--- src/sv/assert_macros.svh ---
// Assertion macros shared by the RTL files.
// Each macro expects clk_i and rst_ni in the scope where it is used.
`ifndef ASSERT_MACROS_SVH
`define ASSERT_MACROS_SVH

// Implication checked at every clock edge outside reset.
`define ASSERT_CLK(label, prop, msg) \
  label: assert property (@(posedge clk_i) disable iff (!rst_ni) prop) \
    else $error(msg);

// Condition that must never be true outside reset.
`define ASSERT_NEVER(label, cond, msg) \
  label: assert property (@(posedge clk_i) disable iff (!rst_ni) !(cond)) \
    else $error(msg);

`endif

--- src/sv/dpcw_pkg.sv ---
// Shared types, constants and the microcode table of the deadband PI unit.
// No dependencies.
package dpcw_pkg;

  localparam int unsigned RING_DEPTH_DEF = 128;
  localparam int unsigned DATA_W         = 16;
  localparam int unsigned FRAC_W         = 4;
  localparam int unsigned WIN_W          = 10;
  localparam int unsigned CFG_IDX_W      = 3;

  typedef logic signed [DATA_W-1:0] word_t;

  // Register indexes of the configuration port
  localparam logic [CFG_IDX_W-1:0] CFG_FRAC_BITS  = 3'd0;
  localparam logic [CFG_IDX_W-1:0] CFG_PROP_GAIN  = 3'd1;
  localparam logic [CFG_IDX_W-1:0] CFG_INTEG_GAIN = 3'd2;
  localparam logic [CFG_IDX_W-1:0] CFG_WINDOW_LEN = 3'd3;
  localparam logic [CFG_IDX_W-1:0] CFG_FLOOR      = 3'd4;
  localparam logic [CFG_IDX_W-1:0] CFG_CEILING    = 3'd5;

  // Reset values of the registers
  localparam logic [FRAC_W-1:0] FRAC_BITS_RST  = 4'd10;
  localparam word_t             PROP_GAIN_RST  = 16'sd1024;
  localparam word_t             INTEG_GAIN_RST = 16'sd128;
  localparam logic [WIN_W-1:0]  WINDOW_LEN_RST = 10'd80;
  localparam word_t             FLOOR_RST      = -16'sd16384;
  localparam word_t             CEILING_RST    = 16'sd16384;

  typedef enum logic [2:0] {
    ST_CLEAR,
    ST_IDLE,
    ST_RD0,
    ST_RD1,
    ST_WALK,
    ST_MULI,
    ST_MULP,
    ST_SUM
  } step_e;

  typedef enum logic [2:0] {
    C_NEVER,
    C_NOT_LAST,
    C_NO_FIRE,
    C_WIN_ZERO,
    C_WALK_MORE,
    C_OUT_BUSY
  } cond_e;

  typedef struct packed {
    logic  in_ready;
    logic  clr_we;
    logic  load_item;
    logic  idx_dec;
    logic  latch_cur;
    logic  walk;
    logic  mul_en;
    logic  mul_prop;
    logic  term_en;
    logic  out_load;
    cond_e cond;
    step_e to_t;
    step_e to_f;
  } ctrl_t;

  // Microcode ROM: one control word per step
  function automatic ctrl_t ucode(input step_e st);
    ctrl_t w;
    w = '0;
    w.cond = C_NEVER;
    w.to_t = ST_IDLE;
    w.to_f = ST_IDLE;
    unique case (st)
      ST_CLEAR: begin
        w.clr_we = 1'b1;
        w.cond   = C_NOT_LAST;
        w.to_t   = ST_CLEAR;
        w.to_f   = ST_IDLE;
      end
      ST_IDLE: begin
        w.in_ready  = 1'b1;
        w.load_item = 1'b1;
        w.cond      = C_NO_FIRE;
        w.to_t      = ST_IDLE;
        w.to_f      = ST_RD0;
      end
      ST_RD0: begin
        w.idx_dec = 1'b1;
        w.cond    = C_WIN_ZERO;
        w.to_t    = ST_MULI;
        w.to_f    = ST_RD1;
      end
      ST_RD1: begin
        w.idx_dec   = 1'b1;
        w.latch_cur = 1'b1;
        w.to_f      = ST_WALK;
      end
      ST_WALK: begin
        w.idx_dec   = 1'b1;
        w.latch_cur = 1'b1;
        w.walk      = 1'b1;
        w.cond      = C_WALK_MORE;
        w.to_t      = ST_WALK;
        w.to_f      = ST_MULI;
      end
      ST_MULI: begin
        w.mul_en = 1'b1;
        w.to_f   = ST_MULP;
      end
      ST_MULP: begin
        w.mul_en   = 1'b1;
        w.mul_prop = 1'b1;
        w.term_en  = 1'b1;
        w.to_f     = ST_SUM;
      end
      ST_SUM: begin
        w.out_load = 1'b1;
        w.cond     = C_OUT_BUSY;
        w.to_t     = ST_SUM;
        w.to_f     = ST_IDLE;
      end
      default: begin
        w.to_f = ST_IDLE;
      end
    endcase
    return w;
  endfunction

endpackage

--- src/sv/dpcw_ram.sv ---
// Generic single-port-write, single-port-read RAM with registered read data.
// No dependencies.
module dpcw_ram #(
  parameter int unsigned WIDTH = 16,
  parameter int unsigned DEPTH = 128
) (
  input  logic                     clk_i,
  input  logic                     we_i,
  input  logic [$clog2(DEPTH)-1:0] waddr_i,
  input  logic [WIDTH-1:0]         wdata_i,
  input  logic [$clog2(DEPTH)-1:0] raddr_i,
  output logic [WIDTH-1:0]         rdata_o
);

  logic [WIDTH-1:0] mem_q [DEPTH];
  logic [WIDTH-1:0] rdata_q;

  always_ff @(posedge clk_i) begin
    if (we_i) begin
      mem_q[waddr_i] <= wdata_i;
    end
    rdata_q <= mem_q[raddr_i];
  end

  assign rdata_o = rdata_q;

endmodule

--- src/sv/deadband_pi_controller_windowed_unit.sv ---
// Deadband PI controller with a windowed integral over an error ring.
// Depends on dpcw_pkg, dpcw_ram and assert_macros.svh.
//
//  channel | signals                                  | direction
//  --------+------------------------------------------+----------
//  in      | in_valid_i/in_ready_o, band_low/high, me | sink
//  out     | out_valid_o/out_ready_i, drive_o         | source
//  cfg     | cfg_we_i, cfg_idx_i, cfg_data_i          | write only
//
// A result is loaded in SUM after the accepting edge; the steps between are RD0, RD1,
// the walk, MULI and MULP (the walk ends early when the sum hits a clamp; a zero
// window skips RD1 and the walk). The walk reads one ring entry per cycle through the
// single read port of the ring RAM. The next word is taken only back in IDLE.
// After reset the ring is swept to zero, entry by entry, with in_ready_o low.
// A result waits in the output register; the next word is taken meanwhile and
// the sequencer holds in its final step only if the previous result is unread.
module deadband_pi_controller_windowed_unit
  #(
    parameter int unsigned RING_DEPTH = dpcw_pkg::RING_DEPTH_DEF
  ) (
  input  logic                                  clk_i,
  input  logic                                  rst_ni,
  input  logic                                  cfg_we_i,
  input  logic [dpcw_pkg::CFG_IDX_W-1:0]        cfg_idx_i,
  input  logic [dpcw_pkg::DATA_W-1:0]           cfg_data_i,
  input  logic                                  in_valid_i,
  output logic                                  in_ready_o,
  input  logic signed [dpcw_pkg::DATA_W-1:0]    band_low_i,
  input  logic signed [dpcw_pkg::DATA_W-1:0]    band_high_i,
  input  logic signed [dpcw_pkg::DATA_W-1:0]    measured_i,
  output logic                                  out_valid_o,
  input  logic                                  out_ready_i,
  output logic signed [dpcw_pkg::DATA_W-1:0]    drive_o
);

  import dpcw_pkg::*;

  `include "assert_macros.svh"

  localparam int unsigned AW = (RING_DEPTH > 1) ? $clog2(RING_DEPTH) : 1;
  localparam logic [AW-1:0] IDX_LAST = AW'(RING_DEPTH - 1);

  function automatic logic [AW-1:0] ring_adv(input logic [AW-1:0] i);
    return (i == IDX_LAST) ? '0 : i + AW'(1);
  endfunction

  function automatic logic [AW-1:0] ring_back(input logic [AW-1:0] i);
    return (i == '0) ? IDX_LAST : i - AW'(1);
  endfunction

  // Configuration registers
  logic [FRAC_W-1:0] frac_q;
  word_t             kp_q, ki_q, floor_q, ceil_q;
  logic [WIN_W-1:0]  win_q;

  always_ff @(posedge clk_i or negedge rst_ni) begin
    if (!rst_ni) begin
      frac_q  <= FRAC_BITS_RST;
      kp_q    <= PROP_GAIN_RST;
      ki_q    <= INTEG_GAIN_RST;
      win_q   <= WINDOW_LEN_RST;
      floor_q <= FLOOR_RST;
      ceil_q  <= CEILING_RST;
    end else if (cfg_we_i) begin
      unique case (cfg_idx_i)
        CFG_FRAC_BITS:  frac_q  <= cfg_data_i[FRAC_W-1:0];
        CFG_PROP_GAIN:  kp_q    <= cfg_data_i;
        CFG_INTEG_GAIN: ki_q    <= cfg_data_i;
        CFG_WINDOW_LEN: win_q   <= cfg_data_i[WIN_W-1:0];
        CFG_FLOOR:      floor_q <= cfg_data_i;
        CFG_CEILING:    ceil_q  <= cfg_data_i;
        default: ;
      endcase
    end
  end

  // Sequencer
  step_e upc_q, upc_d;
  ctrl_t ctrl;
  logic  cond_hit;

  logic  in_fire, out_busy, walk_more, walk_hi, walk_lo;
  logic [AW-1:0]    idx_q, idx_d, ptr_q, ptr_d;
  logic [WIN_W-1:0] n_q, n_d;

  always_comb begin
    ctrl = ucode(upc_q);
  end

  always_comb begin
    case (ctrl.cond)
      C_NOT_LAST:  cond_hit = (idx_q != IDX_LAST);
      C_NO_FIRE:   cond_hit = !in_valid_i;
      C_WIN_ZERO:  cond_hit = (n_q == '0);
      C_WALK_MORE: cond_hit = walk_more;
      C_OUT_BUSY:  cond_hit = out_busy;
      default:     cond_hit = 1'b0;
    endcase
    upc_d = cond_hit ? ctrl.to_t : ctrl.to_f;
  end

  always_ff @(posedge clk_i or negedge rst_ni) begin
    if (!rst_ni) begin
      upc_q <= ST_CLEAR;
    end else begin
      upc_q <= upc_d;
    end
  end

  assign in_ready_o = ctrl.in_ready;
  assign in_fire    = in_valid_i & ctrl.in_ready;

  // Deadband error
  word_t err_d;
  always_comb begin
    if (measured_i < band_low_i) begin
      err_d = band_low_i - measured_i;
    end else if (measured_i > band_high_i) begin
      err_d = band_high_i - measured_i;
    end else begin
      err_d = '0;
    end
  end

  // Ring RAM
  logic          ram_we;
  logic [AW-1:0] ram_waddr;
  word_t         ram_wdata;
  word_t         ram_rdata;

  assign ram_we    = ctrl.clr_we | in_fire;
  assign ram_waddr = ctrl.clr_we ? idx_q : ptr_q;
  assign ram_wdata = ctrl.clr_we ? '0 : err_d;

  dpcw_ram #(
    .WIDTH (DATA_W),
    .DEPTH (RING_DEPTH)
  ) u_ring (
    .clk_i   (clk_i),
    .we_i    (ram_we),
    .waddr_i (ram_waddr),
    .wdata_i (ram_wdata),
    .raddr_i (idx_q),
    .rdata_o (ram_rdata)
  );

  // Walk datapath
  word_t acc_q, acc_d, cur_q, integ_q, err_q;

  assign acc_d     = acc_q + cur_q - ram_rdata;
  assign walk_hi   = acc_d > ceil_q;
  assign walk_lo   = acc_d < floor_q;
  assign walk_more = !walk_hi && !walk_lo && (n_q != WIN_W'(1));

  always_comb begin
    idx_d = idx_q;
    ptr_d = ptr_q;
    n_d   = n_q;
    if (ctrl.clr_we) begin
      idx_d = ring_adv(idx_q);
    end else if (in_fire) begin
      ptr_d = ring_adv(ptr_q);
      idx_d = ring_adv(ptr_q);
      n_d   = win_q;
    end else if (ctrl.idx_dec) begin
      idx_d = ring_back(idx_q);
    end
    if (ctrl.walk) begin
      n_d = n_q - WIN_W'(1);
    end
  end

  always_ff @(posedge clk_i or negedge rst_ni) begin
    if (!rst_ni) begin
      idx_q <= '0;
      ptr_q <= '0;
      n_q   <= '0;
    end else begin
      idx_q <= idx_d;
      ptr_q <= ptr_d;
      n_q   <= n_d;
    end
  end

  always_ff @(posedge clk_i) begin
    if (in_fire) begin
      err_q   <= err_d;
      acc_q   <= '0;
      integ_q <= '0;
    end
    if (ctrl.latch_cur) begin
      cur_q <= ram_rdata;
    end
    if (ctrl.walk) begin
      acc_q <= acc_d;
      // ceiling is tested first
      if (walk_hi) begin
        integ_q <= ceil_q;
      end else if (walk_lo) begin
        integ_q <= floor_q;
      end else begin
        integ_q <= acc_d;
      end
    end
  end

  // Shared multiplier: integral term first, then proportional term
  logic signed [2*DATA_W-1:0] prod_q, prod_sh;
  word_t mul_a, mul_b, term_q, drive_d;

  assign mul_a   = ctrl.mul_prop ? kp_q : ki_q;
  assign mul_b   = ctrl.mul_prop ? err_q : integ_q;
  assign prod_sh = prod_q >>> frac_q;
  assign drive_d = (err_q == '0) ? '0 : term_q + prod_sh[DATA_W-1:0];

  always_ff @(posedge clk_i) begin
    if (ctrl.mul_en) begin
      prod_q <= (2*DATA_W)'(mul_a) * (2*DATA_W)'(mul_b);
    end
    if (ctrl.term_en) begin
      term_q <= prod_sh[DATA_W-1:0];
    end
  end

  // Output register
  logic  out_valid_q, out_load;
  word_t drive_q;

  assign out_busy = out_valid_q && !out_ready_i;
  assign out_load = ctrl.out_load && !out_busy;

  always_ff @(posedge clk_i or negedge rst_ni) begin
    if (!rst_ni) begin
      out_valid_q <= 1'b0;
    end else if (out_load) begin
      out_valid_q <= 1'b1;
    end else if (out_ready_i) begin
      out_valid_q <= 1'b0;
    end
  end

  always_ff @(posedge clk_i) begin
    if (out_load) begin
      drive_q <= drive_d;
    end
  end

  assign out_valid_o = out_valid_q;
  assign drive_o     = drive_q;

  `ASSERT_CLK(a_ram_we_src, ram_we |-> (upc_q == ST_CLEAR || in_fire),
              "ring written outside clear sweep or accept")
  `ASSERT_CLK(a_out_from_sum, $rose(out_valid_q) |-> $past(upc_q == ST_SUM),
              "result raised outside final step")
  `ASSERT_NEVER(a_walk_count, upc_q == ST_WALK && n_q == '0,
                "walk entered with empty window count")
  `ASSERT_CLK(a_ptr_adv, in_fire |=> ptr_q != $past(ptr_q),
              "write pointer did not advance on accept")

endmodule

--- config.mk ---
export PLATFORM = sky130hd
export DESIGN_NAME = deadband_pi_controller_windowed_unit
export DESIGN_NICKNAME = d
export VERILOG_FILES = /design/src/sv/dpcw_pkg.sv /design/src/sv/dpcw_ram.sv /design/src/sv/deadband_pi_controller_windowed_unit.sv
export VERILOG_INCLUDE_DIRS = /design/src /design/src/sv
export SDC_FILE = /design/constraint.sdc
export NUM_CORES = 2
export LEC_CHECK = 0
export ABC_AREA = 1
export BUFFER_PORTS_ARGS = -buffer_cell sky130_fd_sc_hd__clkbuf_2
export CORE_ASPECT_RATIO = 0.7
export CORE_MARGIN = 1
export CORE_UTILIZATION = 53
export DETAILED_ROUTE_END_ITERATION = 16
export MAX_ROUTING_LAYER = met4
export PLACE_DENSITY = 0.75
export SYNTH_ARGS = -nofsm -noshare
export SYNTH_HDL_FRONTEND = slang
export SYNTH_HIERARCHICAL = 1
export SYNTH_SLANG_ARGS = --single-unit
--- constraint.sdc ---
create_clock -name clk_i -period 9.7 [get_ports clk_i]
set_input_delay 0.485 -clock clk_i [delete_from_list [all_inputs] [get_ports clk_i]]
set_output_delay 0.485 -clock clk_i [all_outputs]
set_load 0.03 [all_outputs]
==> key figures <==
Clock tree
  • CTS tree: done
  • CTS Root Cell: clkbuf_16
  • Post-CTS Setup Inserts: 0
  • Clk slew on worst S/H paths: approximately 0.070 ns
  • Hold-fix buffers, CTS: 2
  • Longest Clk Path Bufs: 4
  • Num CTS Buffers: roughly 210
  • CTS Sinks: 2297
  • Post-cts gate resize count: 0
  • Worst-Skew Late Latency: around 0.9 ns
  • CTS H-Tree Depth: 4

Worst setup path
  • Worst R2R Start: upc_q[0]
  • Critical path capture point type: flop
  • WP buf/inv: 7
  • CP max stage cell: fa_1
  • Crit path launch: upc_q[0]
  • CP max stage delay: about 0.55 ns
  • Worst path arrival time: ~8.1 ns
  • CP required: 10.29 ns
  • Kind of critical path: flop to flop
  • Crit-path most repeated cell: fa_1
  • Critical Path Source Type: flop
  • Crit Path Max Fanout: 38
  • Kind of cell adding the most delay to the critical path: adder cells

Timing
  • Final setup viols: 0
  • Relative slew slack: 4.86%
  • Period utilisation layout: between 70% and 80%
  • Fin Setup TNS: 0 ns
  • Tightest Pin Transition: between 1 and 1.5 ns
  • Fin. max-slew vios: 0
  • Fmax: between 100 and 150 MHz
  • Tmin final: 7.49 ns
  • RSZ-0062 raised after global routing: no
  • Worst Skew: 0.123 ns
  • Final Hold Vio Count: 0

Yosys
  • Post-synthesis cell area: about 110000 um2
  • Top cell type's share of synthesized area: just over 60%
  • Seq/Total Area, Yosys: between 60% and 70%
  • Post-synthesis instance total: between 9000 and 10000
  • Synth area leader: edfxtp_1
  • Post-Syn Nets: between 10000 and 15000
  • Top cells by area, synth: edfxtp_1, nand3_1, nand2_1
  • Synth warn: 6
  • Post-synth EDFFs: between 2000 and 2500
  • Syn avg cell area: roughly 11 um2
  • Synth cell types: 57
  • Post-synthesis register bit count: about 2300
  • Ys flop type: edfxtp_1
  • Ys async rst share: 4.61%

Placement
  • DP Cell Count: about 12000
  • Post-DP HPWL: 184000 um
  • Port buffer count: 89
  • GP Congestion: around 1

Die
  • DIE AREA: ~200000 um2
  • Die width: 542 um
  • Die H: between 300 and 400 um
  • Initial Util: a little over half
  • FP Rows: 138
  • # IOs: 90
  • Area of the core: 202000 um2

Min path
  • HP Class: input pin to flop
  • Hold path start: cfg_data_i[8]

Finish
  • Final nets: about 10000
  • Layout cells sized above 1: ~7%
  • Syn-to-layout area delta: 9.19%
  • Fillers: 16400
  • Finished Layout Cells: between 10000 and 15000

Drt
  • Via count: 76600
  • Vias/cell: between 5 and 6
  • ANT nets after route: 0
  • Drt first pass iters: 8
  • DRC: 0
  • DRT Wirelength: 305000 um
  • Routed len/inst: between 20 and 25 um
  • Detailed router's first-iteration violation count: between 10000 and 15000

GRT
  • Largest net degree at the start of global routing: ~220
  • Number of global-route vias before repair: ~72000
  • Initial antenna violation count: 7
  • First-pass GRT wire length: around 450000 um
  • GRT Util Overall: a little under a third
  • Grt ovf: 0

Run
  • Max Cap Violations: 0

Outcome
  • Status: finished clean
-- worst paths after layout --
check | end | slack (ns) | cells past startpoint
min in group asynchronous | frac_q[2] | 0.14 | 2
max in group asynchronous | idx_q[1] | 8.03 | 3
setup reg to reg | prod_q[28] | 2.21 | 27
hold reg to reg | cur_q[6] | 0.48 | 0
setup / recovery | prod_q[28] | 2.21 | 27
hold / removal | ceil_q[8] | 0.06 | 3
-- sequential cells by signal, indices dropped and copies added, names as in the netlist, 16 cells and up --
name and flops:
acc_q 16, ceil_q 16, cur_q 16, drive_o 16
err_q 16, floor_q 16, integ_q 16, ki_q 16
kp_q 16, prod_q 31, term_q 16, u_ring/mem_q 2048
u_ring/rdata_o 16
-- layout make-up --
type	count	area, um2	area share (%)
multi-input cells	6456	34700	29.4
well taps	2730	3420	2.90
clock buffers	258	5640	4.78
clock inverters	122	1130	0.962
diodes	6	15.0	0.0127
flip-flops and latches	2297	68300	57.9
inverters	683	2600	2.20
repair buffers	306	2220	1.88
-- per-stage QoR --
stage	utilization [%]	setup WS, ns	instance area, um2	hold WS (ns)
2_1_floorplan	-	3.27	108000	0.189
3_3_place_gp	54.9	2.33	111000	0.467
3_5_place_dp	54.9	2.25	111000	0.468
4_1_cts	58.3	2.26	118000	0.00272
5_1_grt	58.3	1.75	118000	0.0631
6_report	58.3	2.21	118000	0.0551
-- cell usage in the layout, fill, tap and decap left out, drive strengths merged, types with 3 or more instances in the layout --
master / synthesis / layout
dfstp: 9 / 9
a31oi: 11 / 11
dfrtp: 97 / 97
inv: 677 / 681
o21a: 5 / 5
a21oi: 155 / 155
edfxtp: 2175 / 2175
o21ai: 247 / 247
o311ai: 4 / 4
nand3: 2173 / 2173
clkbuf: 117 / 346
xor2: 61 / 61
fa: 274 / 274
mux2i: 3 / 3
clkinv: 6 / 97
ha: 180 / 180
dfxtp: 16 / 16
o21bai: 9 / 9
or2: 11 / 11
diode: 0 / 6
xnor2: 21 / 21
buf: 415 / 216
o211ai: 6 / 6
nor2: 437 / 437
a21o: 11 / 11
o22ai: 7 / 7
nor3: 24 / 24
bufinv: 0 / 19
nand3b: 9 / 9
clkinvlp: 0 / 8
nand2: 2767 / 2767
o31ai: 5 / 5
nand4: 18 / 18
-- layer usage --
metal / up-vias / share of wire [%] / track usage, %
met1: 37200 / 41 / 43.5
li1: 34100 / - / -
met2: 4659 / 43 / 42.0
met5: - / 0 / -
met4: 0 / 2.9 / 7.92
met3: 552 / 13 / 7.80
-- Yosys cell counts (2+ instances only) --
cell and n:
nor2_1 435, dfxtp_1 16, nand4_1 18, xnor2_1 21, nand3_1 2172, fa_1 274, o22ai_1 7, a22oi_1 2
o21bai_1 8, a32oi_1 2, buf_2 282, clkbuf_1 117, ha_1 180, dfstp_2 9, a211oi_1 2, o21ai_1 9
inv_2 5, o21a_1 5, buf_4 63, dfrtp_1 97, clkinv_1 6, a21oi_1 155, nand2_2 3, a21o_1 11
edfxtp_1 2175, inv_1 671, a31oi_1 11, or2_2 10, a21boi_0 2, o21ai_2 15, xor2_1 61, o311ai_0 4
o21ai_0 222, nand3b_1 9, buf_6 23, buf_1 46, nand2_1 2764, a221oi_1 2, nor3_1 24, o31ai_1 5
o221ai_1 2, mux2i_1 3, o211ai_1 6
-- tightest hold or removal path, cell delays in order --
cell and delay, ns:
clkbuf_2 0.09, inv_1 0.13, o21ai_0 0.19
-- cell families after synthesis --
logic type	synth area share [%]
AO/OA/AOI/OAI	2.43
multiplexers	0.0278
XOR/XNOR	0.665
adder cells (fa/ha/maj)	7.16
flip-flops	63.2
buffers and inverters	4.94
AND/OR/NAND/NOR	21.6
Power is not shown: default switching activity piles up to over one toggle a cycle in this logic, so the estimate is an artifact.
